[src/sv/cmi_pkg.sv]
`timescale 1ns / 1ps
// ============================================================================
// cmi_pkg
// Shared constants and types for the complex magnitude block.
// ============================================================================
package cmi_pkg;

    localparam int SAMPLE_WIDTH_DEF = 16;
    localparam int MAG_WIDTH        = 16;

    typedef logic [MAG_WIDTH-1:0] mag_t;

    // magnitude clamps here when the parameter is raised past 16 bits
    localparam mag_t MAG_MAX = '1;

endpackage

[src/sv/cmi_if.sv]
`timescale 1ns / 1ps
// ============================================================================
// cmi_bin_if / cmi_mag_if
// Valid/ready channels for complex bins in and magnitudes out.
// ============================================================================
interface cmi_bin_if #(
    parameter int SAMPLE_WIDTH = cmi_pkg::SAMPLE_WIDTH_DEF
);
    logic                           valid;
    logic                           ready;
    logic signed [SAMPLE_WIDTH-1:0] real_part;
    logic signed [SAMPLE_WIDTH-1:0] imag_part;

    modport source (output valid, output real_part, output imag_part, input ready);
    modport sink   (input valid, input real_part, input imag_part, output ready);
endinterface

interface cmi_mag_if;
    logic           valid;
    logic           ready;
    cmi_pkg::mag_t  magnitude;

    modport source (output valid, output magnitude, input ready);
    modport sink   (input valid, input magnitude, output ready);
endinterface

[src/sv/cmi_sqrt_stage.sv]
`timescale 1ns / 1ps
// ============================================================================
// cmi_sqrt_stage
// One registered digit of the bit-pair square root: decides root bit BIT_POS.
// ============================================================================
module cmi_sqrt_stage #(
    parameter int SAMPLE_WIDTH = cmi_pkg::SAMPLE_WIDTH_DEF,
    parameter int BIT_POS      = 0
) (
    input  logic                      clk,
    input  logic                      rst_n,
    input  logic                      advance,
    input  logic                      in_valid,
    input  logic [2*SAMPLE_WIDTH-1:0] in_rem,
    input  logic [SAMPLE_WIDTH-1:0]   in_root,
    output logic                      out_valid,
    output logic [2*SAMPLE_WIDTH-1:0] out_rem,
    output logic [SAMPLE_WIDTH-1:0]   out_root
);
    localparam int SUM_W = 2 * SAMPLE_WIDTH;

    logic                    valid_reg;
    logic [SUM_W-1:0]        rem_reg;
    logic [SUM_W-1:0]        rem_next;
    logic [SAMPLE_WIDTH-1:0] root_reg;
    logic [SAMPLE_WIDTH-1:0] root_next;
    logic [SUM_W-1:0]        trial;
    logic                    fits;

    // (r + 2^k)^2 - r^2 = r*2^(k+1) + 2^(2k)
    always_comb
    begin
        trial     = (SUM_W'(in_root) << (BIT_POS + 1)) | (SUM_W'(1) << (2 * BIT_POS));
        fits      = (in_rem >= trial);
        rem_next  = fits ? (in_rem - trial) : in_rem;
        root_next = fits ? (in_root | (SAMPLE_WIDTH'(1) << BIT_POS)) : in_root;
    end

    always_ff @(posedge clk or negedge rst_n)
    begin
        if (!rst_n)
        begin
            valid_reg <= 1'b0;
        end
        else if (advance)
        begin
            valid_reg <= in_valid;
        end
    end

    always_ff @(posedge clk)
    begin
        if (advance)
        begin
            rem_reg  <= rem_next;
            root_reg <= root_next;
        end
    end

    assign out_valid = valid_reg;
    assign out_rem   = rem_reg;
    assign out_root  = root_reg;

endmodule

[src/sv/complex_magnitude_isqrt.sv]
`timescale 1ns / 1ps
// ============================================================================
// complex_magnitude_isqrt
// Magnitude of a complex bin: floor(sqrt(re^2 + im^2)), fully pipelined.
// ============================================================================
// Takes one bin per cycle while bin.ready is high and returns one 16-bit
// magnitude per bin, in order. The stages are absolute value, square, sum,
// then one register stage per root bit, then the output register.
// Throughput is one beat per cycle while bin.ready is high. A two-entry
// output (register plus skid) keeps bin.ready registered; the pipeline holds
// only while the skid entry is occupied. With SAMPLE_WIDTH above 16 the
// magnitude clamps at 0xFFFF.
module complex_magnitude_isqrt #(
    parameter int SAMPLE_WIDTH = cmi_pkg::SAMPLE_WIDTH_DEF
) (
    input  logic      clk,
    input  logic      rst_n,
    cmi_bin_if.sink   bin,
    cmi_mag_if.source mag
);
    import cmi_pkg::*;

    localparam int SUM_W = 2 * SAMPLE_WIDTH;

    logic advance;

    // stage A: absolute values
    logic                    abs_valid_reg;
    logic [SAMPLE_WIDTH-1:0] abs_re_reg;
    logic [SAMPLE_WIDTH-1:0] abs_im_reg;
    logic [SAMPLE_WIDTH-1:0] abs_re_next;
    logic [SAMPLE_WIDTH-1:0] abs_im_next;

    // stage B: squares
    logic             sq_valid_reg;
    logic [SUM_W-1:0] sq_re_reg;
    logic [SUM_W-1:0] sq_im_reg;

    // stage C: sum
    logic             sum_valid_reg;
    logic [SUM_W-1:0] sum_reg;

    // root digit stages
    logic                    dig_valid [0:SAMPLE_WIDTH];
    logic [SUM_W-1:0]        dig_rem   [0:SAMPLE_WIDTH];
    logic [SAMPLE_WIDTH-1:0] dig_root  [0:SAMPLE_WIDTH];

    // output register and skid entry
    logic out_valid_reg;
    mag_t out_mag_reg;
    logic skid_valid_reg;
    mag_t skid_mag_reg;
    mag_t sat_mag;
    logic pipe_valid;

    assign advance   = !skid_valid_reg;
    assign bin.ready = advance;

    // -2^(W-1) maps to 2^(W-1), which still fits W unsigned bits
    always_comb
    begin
        abs_re_next = bin.real_part[SAMPLE_WIDTH-1] ?
                      (~bin.real_part + SAMPLE_WIDTH'(1)) : bin.real_part;
        abs_im_next = bin.imag_part[SAMPLE_WIDTH-1] ?
                      (~bin.imag_part + SAMPLE_WIDTH'(1)) : bin.imag_part;
    end

    always_ff @(posedge clk or negedge rst_n)
    begin
        if (!rst_n)
        begin
            abs_valid_reg <= 1'b0;
            sq_valid_reg  <= 1'b0;
            sum_valid_reg <= 1'b0;
        end
        else if (advance)
        begin
            abs_valid_reg <= bin.valid;
            sq_valid_reg  <= abs_valid_reg;
            sum_valid_reg <= sq_valid_reg;
        end
    end

    always_ff @(posedge clk)
    begin
        if (advance)
        begin
            abs_re_reg <= abs_re_next;
            abs_im_reg <= abs_im_next;
            sq_re_reg  <= SUM_W'(abs_re_reg) * SUM_W'(abs_re_reg);
            sq_im_reg  <= SUM_W'(abs_im_reg) * SUM_W'(abs_im_reg);
            sum_reg    <= sq_re_reg + sq_im_reg;
        end
    end

    assign dig_valid[0] = sum_valid_reg;
    assign dig_rem[0]   = sum_reg;
    assign dig_root[0]  = '0;

    for (genvar k = 0; k < SAMPLE_WIDTH; k++)
    begin : g_digit
        cmi_sqrt_stage #(
            .SAMPLE_WIDTH (SAMPLE_WIDTH),
            .BIT_POS      (SAMPLE_WIDTH - 1 - k)
        ) u_digit (
            .clk       (clk),
            .rst_n     (rst_n),
            .advance   (advance),
            .in_valid  (dig_valid[k]),
            .in_rem    (dig_rem[k]),
            .in_root   (dig_root[k]),
            .out_valid (dig_valid[k+1]),
            .out_rem   (dig_rem[k+1]),
            .out_root  (dig_root[k+1])
        );
    end

    assign pipe_valid = dig_valid[SAMPLE_WIDTH];

    if (SAMPLE_WIDTH > MAG_WIDTH)
    begin : g_sat
        assign sat_mag = (|dig_root[SAMPLE_WIDTH][SAMPLE_WIDTH-1:MAG_WIDTH]) ?
                         MAG_MAX : dig_root[SAMPLE_WIDTH][MAG_WIDTH-1:0];
    end
    else
    begin : g_nosat
        assign sat_mag = mag_t'(dig_root[SAMPLE_WIDTH]);
    end

    always_ff @(posedge clk or negedge rst_n)
    begin
        if (!rst_n)
        begin
            out_valid_reg  <= 1'b0;
            skid_valid_reg <= 1'b0;
        end
        else if (skid_valid_reg)
        begin
            if (mag.ready)
            begin
                skid_valid_reg <= 1'b0;
            end
        end
        else if (!out_valid_reg || mag.ready)
        begin
            out_valid_reg <= pipe_valid;
        end
        else if (pipe_valid)
        begin
            skid_valid_reg <= 1'b1;
        end
    end

    always_ff @(posedge clk)
    begin
        if (skid_valid_reg)
        begin
            if (mag.ready)
            begin
                out_mag_reg <= skid_mag_reg;
            end
        end
        else if (!out_valid_reg || mag.ready)
        begin
            out_mag_reg <= sat_mag;
        end
        else
        begin
            skid_mag_reg <= sat_mag;
        end
    end

    assign mag.valid     = out_valid_reg;
    assign mag.magnitude = out_mag_reg;

endmodule
[src/flat_wrapper.sv]
// flat-port wrapper written by rule: the top's interface ports become plain ports
module complex_magnitude_isqrt_flat import cmi_pkg::*;
#(
    parameter int SAMPLE_WIDTH = cmi_pkg::SAMPLE_WIDTH_DEF
)
  (clk, rst_n, bin_valid, bin_real_part, bin_imag_part, bin_ready, mag_valid, mag_magnitude, mag_ready);
  cmi_bin_if #(.SAMPLE_WIDTH(SAMPLE_WIDTH)) bin_i ();
  cmi_mag_if mag_i ();
  input  logic clk;
  input  logic rst_n;
  input wire logic [$bits(bin_i.valid)-1:0] bin_valid;
  input wire logic [$bits(bin_i.real_part)-1:0] bin_real_part;
  input wire logic [$bits(bin_i.imag_part)-1:0] bin_imag_part;
  output wire logic [$bits(bin_i.ready)-1:0] bin_ready;
  output wire logic [$bits(mag_i.valid)-1:0] mag_valid;
  output wire logic [$bits(mag_i.magnitude)-1:0] mag_magnitude;
  input wire logic [$bits(mag_i.ready)-1:0] mag_ready;
  assign bin_i.valid = bin_valid;
  assign bin_i.real_part = bin_real_part;
  assign bin_i.imag_part = bin_imag_part;
  assign bin_ready = bin_i.ready;
  assign mag_valid = mag_i.valid;
  assign mag_magnitude = mag_i.magnitude;
  assign mag_i.ready = mag_ready;
  complex_magnitude_isqrt #(.SAMPLE_WIDTH(SAMPLE_WIDTH)) u_core (.clk(clk), .rst_n(rst_n), .bin(bin_i), .mag(mag_i));
endmodule
[config.mk]
export PLATFORM = sky130hd
export DESIGN_NAME = complex_magnitude_isqrt_flat
export DESIGN_NICKNAME = d
export VERILOG_FILES = /design/src/sv/cmi_pkg.sv /design/src/sv/cmi_if.sv /design/src/sv/cmi_sqrt_stage.sv /design/src/sv/complex_magnitude_isqrt.sv /design/src/flat_wrapper.sv
export SDC_FILE = /design/constraint.sdc
export NUM_CORES = 2
export LEC_CHECK = 0
export ABC_AREA = 1
export BUFFER_PORTS_ARGS = -buffer_cell sky130_fd_sc_hd__buf_2
export CAP_MARGIN = 20
export CELL_PAD_IN_SITES_DETAIL_PLACEMENT = 1
export CELL_PAD_IN_SITES_GLOBAL_PLACEMENT = 1
export CORE_AREA = 4 4 384 386
export DETAILED_ROUTE_END_ITERATION = 6
export DIE_AREA = 0 0 388 390
export GPL_ROUTABILITY_DRIVEN = 0
export PLACE_DENSITY = 0.79
export SYNTH_ARGS = -nofsm -noshare
export SYNTH_HDL_FRONTEND = slang
export SYNTH_SLANG_ARGS = --single-unit
[constraint.sdc]
create_clock -name clk -period 51.6 [get_ports clk]
set_input_delay 5.16 -clock clk [delete_from_list [all_inputs] [get_ports clk]]
set_output_delay 5.16 -clock clk [all_outputs]
set_load 0.005 [all_outputs]
### Word level (Yosys, flattened, before mapping)

Cells that the tools add are included.

* flip-flop bits (word level): 917
* logic and storage cells: 149

* $add $sub $neg: 18
* multiply operators: 2
* magnitude comparators: 16
* equality and inequality tests: 1
* mux-type cells: 25
* bitwise operators: 4
* reductions and logical operators: 7

Operators by type and width (count)
* $mux W32: 15
* $mul A16 B16 Y32: 2
* $mux W16: 4
* $add A16 B2 Y16 const B: 2
* $add A32 B32 Y32: 1
* $ge A32 B17 Y1: 1
* $ge A32 B18 Y1: 1
* $ge A32 B19 Y1: 1
* $ge A32 B20 Y1: 1
* $ge A32 B21 Y1: 1
* $ge A32 B22 Y1: 1
* $ge A32 B23 Y1: 1
* $ge A32 B24 Y1: 1
* $ge A32 B25 Y1: 1
* $ge A32 B26 Y1: 1
* $ge A32 B27 Y1: 1
* $ge A32 B28 Y1: 1
* $ge A32 B29 Y1: 1
* $ge A32 B30 Y1: 1
* $ge A32 B31 Y1: 1
* $ge A32 B31 Y1 const B: 1
* $not A16 Y16: 2
* $sub A32 B18 Y32: 1
* $sub A32 B19 Y32: 1
* other kinds (21): 29

### Longest topological paths before layout

* depth after elaboration: 4
* depth in mapped cells: 26

### Hierarchy

From an unflattened synthesis, not the netlist that was laid out.

* cells, all modules: 9821
* area total of the unflattened synthesis: 77052.6 sq um

By module, submodules not included
* complex_magnitude_isqrt: times used 1, cells an instance 3079, area an instance 24252.0 sq um, sequential area each 4869.7 sq um
* cmi_sqrt_stage at u_core.g_digit[14].u_digit: times used 1, cells an instance 481, area an instance 3801.1 sq um, sequential area each 1466.4 sq um
* cmi_sqrt_stage at u_core.g_digit[15].u_digit: times used 1, cells an instance 479, area an instance 3659.8 sq um, sequential area each 1466.4 sq um
* cmi_sqrt_stage at u_core.g_digit[13].u_digit: times used 1, cells an instance 497, area an instance 3557.2 sq um, sequential area each 1466.4 sq um
* cmi_sqrt_stage at u_core.g_digit[12].u_digit: times used 1, cells an instance 483, area an instance 3492.1 sq um, sequential area each 1466.4 sq um
* cmi_sqrt_stage at u_core.g_digit[10].u_digit: times used 1, cells an instance 470, area an instance 3474.6 sq um, sequential area each 1466.4 sq um
* cmi_sqrt_stage at u_core.g_digit[9].u_digit: times used 1, cells an instance 467, area an instance 3458.3 sq um, sequential area each 1466.4 sq um
* cmi_sqrt_stage at u_core.g_digit[11].u_digit: times used 1, cells an instance 455, area an instance 3400.8 sq um, sequential area each 1466.4 sq um
* cmi_sqrt_stage at u_core.g_digit[8].u_digit: times used 1, cells an instance 435, area an instance 3331.9 sq um, sequential area each 1466.4 sq um
* cmi_sqrt_stage at u_core.g_digit[7].u_digit: times used 1, cells an instance 432, area an instance 3304.4 sq um, sequential area each 1466.4 sq um
* cmi_sqrt_stage at u_core.g_digit[5].u_digit: times used 1, cells an instance 389, area an instance 3175.5 sq um, sequential area each 1466.4 sq um
* cmi_sqrt_stage at u_core.g_digit[6].u_digit: times used 1, cells an instance 404, area an instance 3144.3 sq um, sequential area each 1466.4 sq um
* cmi_sqrt_stage at u_core.g_digit[4].u_digit: times used 1, cells an instance 381, area an instance 3135.5 sq um, sequential area each 1466.4 sq um
* cmi_sqrt_stage at u_core.g_digit[0].u_digit: times used 1, cells an instance 333, area an instance 2985.4 sq um, sequential area each 1466.4 sq um
* 3 more rows

### Least setup slack after synthesis

OpenSTA, ideal clock, no wires.

* kind: register -> output
* start: register u_core.skid_valid_reg
* end: output port bin_ready
* data arrival time: 20.690 ns
* data required time: 46.440 ns
* setup slack: 25.750 ns
* cell stages (with the launch flop): 3
* path buffers: 1
* cells stage by stage: dfrtp_1 inv_1 clkbuf_1

* word-level cells in the longest chain between the ends: 1

RTL lines
* start, declared: RTL line complex_magnitude_isqrt.sv:51 `logic skid_valid_reg;`
* start signal, assigned: RTL line complex_magnitude_isqrt.sv:135 `skid_valid_reg <= 1'b0;`
* start signal, assigned: RTL line complex_magnitude_isqrt.sv:141 `skid_valid_reg <= 1'b0;`
* start signal, assigned: RTL line complex_magnitude_isqrt.sv:150 `skid_valid_reg <= 1'b1;`
* $logic_not A1 Y1: RTL line complex_magnitude_isqrt.sv:56 `assign advance = !skid_valid_reg;`
* end, declared: RTL line flat_wrapper.sv:14 `output wire logic [$bits(bin_i.ready)-1:0] bin_ready;`

No other way between the ends.

### Worst setup path in the final report

Same ends and word-level chain as after synthesis.

==> results by group <==
Floorplan
  • Die Wd: 388 um
  • Die span in y: 390 um
  • DIE AREA: 0.1513 sq mm
  • Area of the core: 0.1435 sq mm
  • Top-level I/O count: 54
  • Initial core utilization: 39.93%
  • Row count: 139

Clock tree
  • Clock Path Buffers: 3
  • H-tree depth: 3
  • Root Buffer: clkbuf_16
  • CTS resizes: 0
  • CTS buffer count: 92
  • CTS tree: done
  • CTS Hold Buffers Added: 0
  • Clk sinks: 795
  • Post-CTS setup buffer count: 0
  • Clk_lat worst skew: 0.71 ns
  • Clock-pin slew on the worst setup and hold paths: 0.06 ns

Global routing
  • Total gr overflow: 0
  • Initial antenna violation count: 1
  • Total Routing Usage GR: 20.55%
  • Largest net degree at the start of global routing: 179
  • First-pass GRT wire length: 250.7 mm
  • Vias in the first global route: 47800

Synth
  • Synthesized area: 0.05730 sq mm
  • Number of distinct library cells after synthesis: 54
  • Post-synth EDFFs: 774
  • Async set or reset register ratio after synthesis: 2.642%
  • Flops & latches, synth: 795
  • Ys flop type: edfxtp_1
  • Synth Instances: 6566
  • Syn_nets: 7306
  • Post-Syn Area per Cell: 8.726 sq um
  • Register area share after synthesis: 41.48%
  • Synth Warn #: 0

Routing
  • Final WL: 155.5 mm
  • Routed WL per cell: 18.06 um
  • DRT Pass-1 Iters: 5
  • Antenna viol nets, final: 0
  • DRC viols: 0
  • WL met3: 4.385 mm
  • Via-per-instance ratio: 5.040
  • Detailed Route Iter0 Violations: 2378
  • Detailed-route via count: 43400
  • Wire length on met1: 60.88 mm
  • Met2 wire length: 84.17 mm
  • Top routing layer in use: met5

STA
  • Tmin final: 7.271 ns
  • Worst Tran Pin Value: 1.081 ns
  • Setup TNS: 0 ns
  • Rel. slew slack: 27.90%
  • Peak Freq: 137.5 MHz
  • Final Hold Viols: 0
  • Slew Limit Fails: 0
  • Clock skew: 0.02809 ns
  • Post-route clock period utilization: 14.09%
  • Finish-stage setup viols: 0
  • RSZ-0062 raised after global routing: no

Setup path
  • Worst setup path start: u_core.skid_valid_reg$_DFF_PN0_
  • Slowest-stage cell, CP: inv_8
  • Crit-path max FO: 79
  • R2R Path Start: u_core.abs_im_reg[9]$_DFFE_PN_
  • Required @ worst endpoint: 46.44 ns
  • R2R depth: 20
  • CP Cell Sequence: buf_4 -> inv_8 -> buf_2
  • Crit path max-delay family: buffers and inverters
  • Critical path depth in cells: 3
  • Slowest stage delay, CP: 0.44 ns
  • WP buf/inv: 3
  • Arr. time, crit path: 2.11 ns
  • Setup crit end kind: primary output
  • CP Launch Type: flip-flop
  • WS Path Type: flip-flop to primary output

Hold path
  • Hold Path Depth: 0
  • Hold/Removal Path Class: flip-flop to flip-flop
  • Hold Path Origin: u_core.g_digit[13].u_digit.out_rem[0]$_DFFE_PN_

Placement
  • Placed cell count: 8436
  • PortBufs: 53
  • Final HPWL DP: 123.2 mm

Job
  • Max_cap viols: 0

Final layout
  • Nets: 7367
  • Share of cells above drive strength 1: 4.876%
  • Layout Cells excl Fill: 8611
  • Area grow syn2layout: 9.593%
  • Max reg flops: 480

Outcome
  • Outcome: finished, final reports clean
## synth_stat cells, types with 40 or more instances
| cell type | instances | area share (%) |
|---|---|---|
| nand3b_1 | 40 | 0.52 |
| xor2_1 | 128 | 2.0 |
| nor2_1 | 549 | 3.6 |
| o21ai_0 | 150 | 1.3 |
| clkbuf_1 | 69 | 0.45 |
| inv_1 | 1309 | 8.6 |
| a21oi_1 | 240 | 2.1 |
| edfxtp_1 | 774 | 41 |
| nand3_1 | 304 | 2.7 |
| fa_1 | 326 | 11 |
| ha_1 | 378 | 8.3 |
| xnor2_1 | 77 | 1.2 |
| nand4_1 | 90 | 0.98 |
| nand2_1 | 1780 | 12 |
| nor3_1 | 70 | 0.61 |
## placed cells by master, fill, tap and decap left out, drive strengths merged, types with 13 or more instances in the layout
cell and count:
fa 326, ha 378, inv 1329, o21bai 22, xnor2 77, buf 65, o21ai 190, edfxtp 774
clkinv 36, nand3b 40, and2 16, clkbuf 112, nand3 308, dfrtp 21, or2 18, xor2 128
nand2 1801, nor2 569, a21oi 251, bufinv 13, nor3 75, nand4 90, nor4 20
## layer usage
layer	track usage, %	up-vias
li1	-	20940
met1	22.98	21460
met2	39.77	686
met3	2.269	319
met4	7.732	2
met5	0	-
## per-stage QoR
stage	util, %	setup WS [ns]	hold WS [ns]	area [sq um]
finish	43.76	44.33	0.4369	62790
global placement	41.53	44.80	0.4223	59580
floorplan	-	25.75	0.4166	57300
detailed placement	41.53	44.72	0.4363	59580
global route	43.76	44.19	0.4543	62790
CTS	43.76	44.28	0.4432	62790
## cell families (layout without fill, tap and decap cells)
group / Yosys count / in the layout / synth area share, %
xor gates and xnor gates: 205 / 205 / 3.134
other: 0 / 1 / 0
DFF: 795 / 795 / 41.48
and+or+nand+nor: 2945 / 2945 / 21.41
muxes: 2 / 2 / 0.03930
adders and majority gates: 704 / 704 / 19.64
AOI/OAI and AO/OA: 498 / 498 / 4.820
buffers and inverters: 1417 / 1558 / 9.475
## layout make-up
type,count,area [sq um]
tap,1903,2381
clock inverter,62,765.7
timing repair buffer,65,367.9
antenna,1,2.502
sequential,795,23770
fill,16930,80690
clock buffer,112,2440
multi-input combinational,4354,28100
inverter,1319,4964
## path summary, 6_finish.rpt
check	to	slack, ns
worst min register to register	u_core.g_digit[14].u_digit.out_rem[0]$_DFFE_PN_	0.44
worst max-delay path	bin_ready	44.33
min in group asynchronous	u_core.g_digit[4].u_digit.out_valid$_DFFE_PN0N_	4.41
max in group asynchronous	u_core.g_digit[10].u_digit.out_valid$_DFFE_PN0N_	46.84
worst min-delay path	u_core.g_digit[14].u_digit.out_rem[0]$_DFFE_PN_	0.44
worst max register to register	u_core.sq_im_reg[18]$_DFFE_PN_	45.31
Power is not shown: default switching activity piles up to over one toggle a cycle in this logic, so the estimate is an artifact.
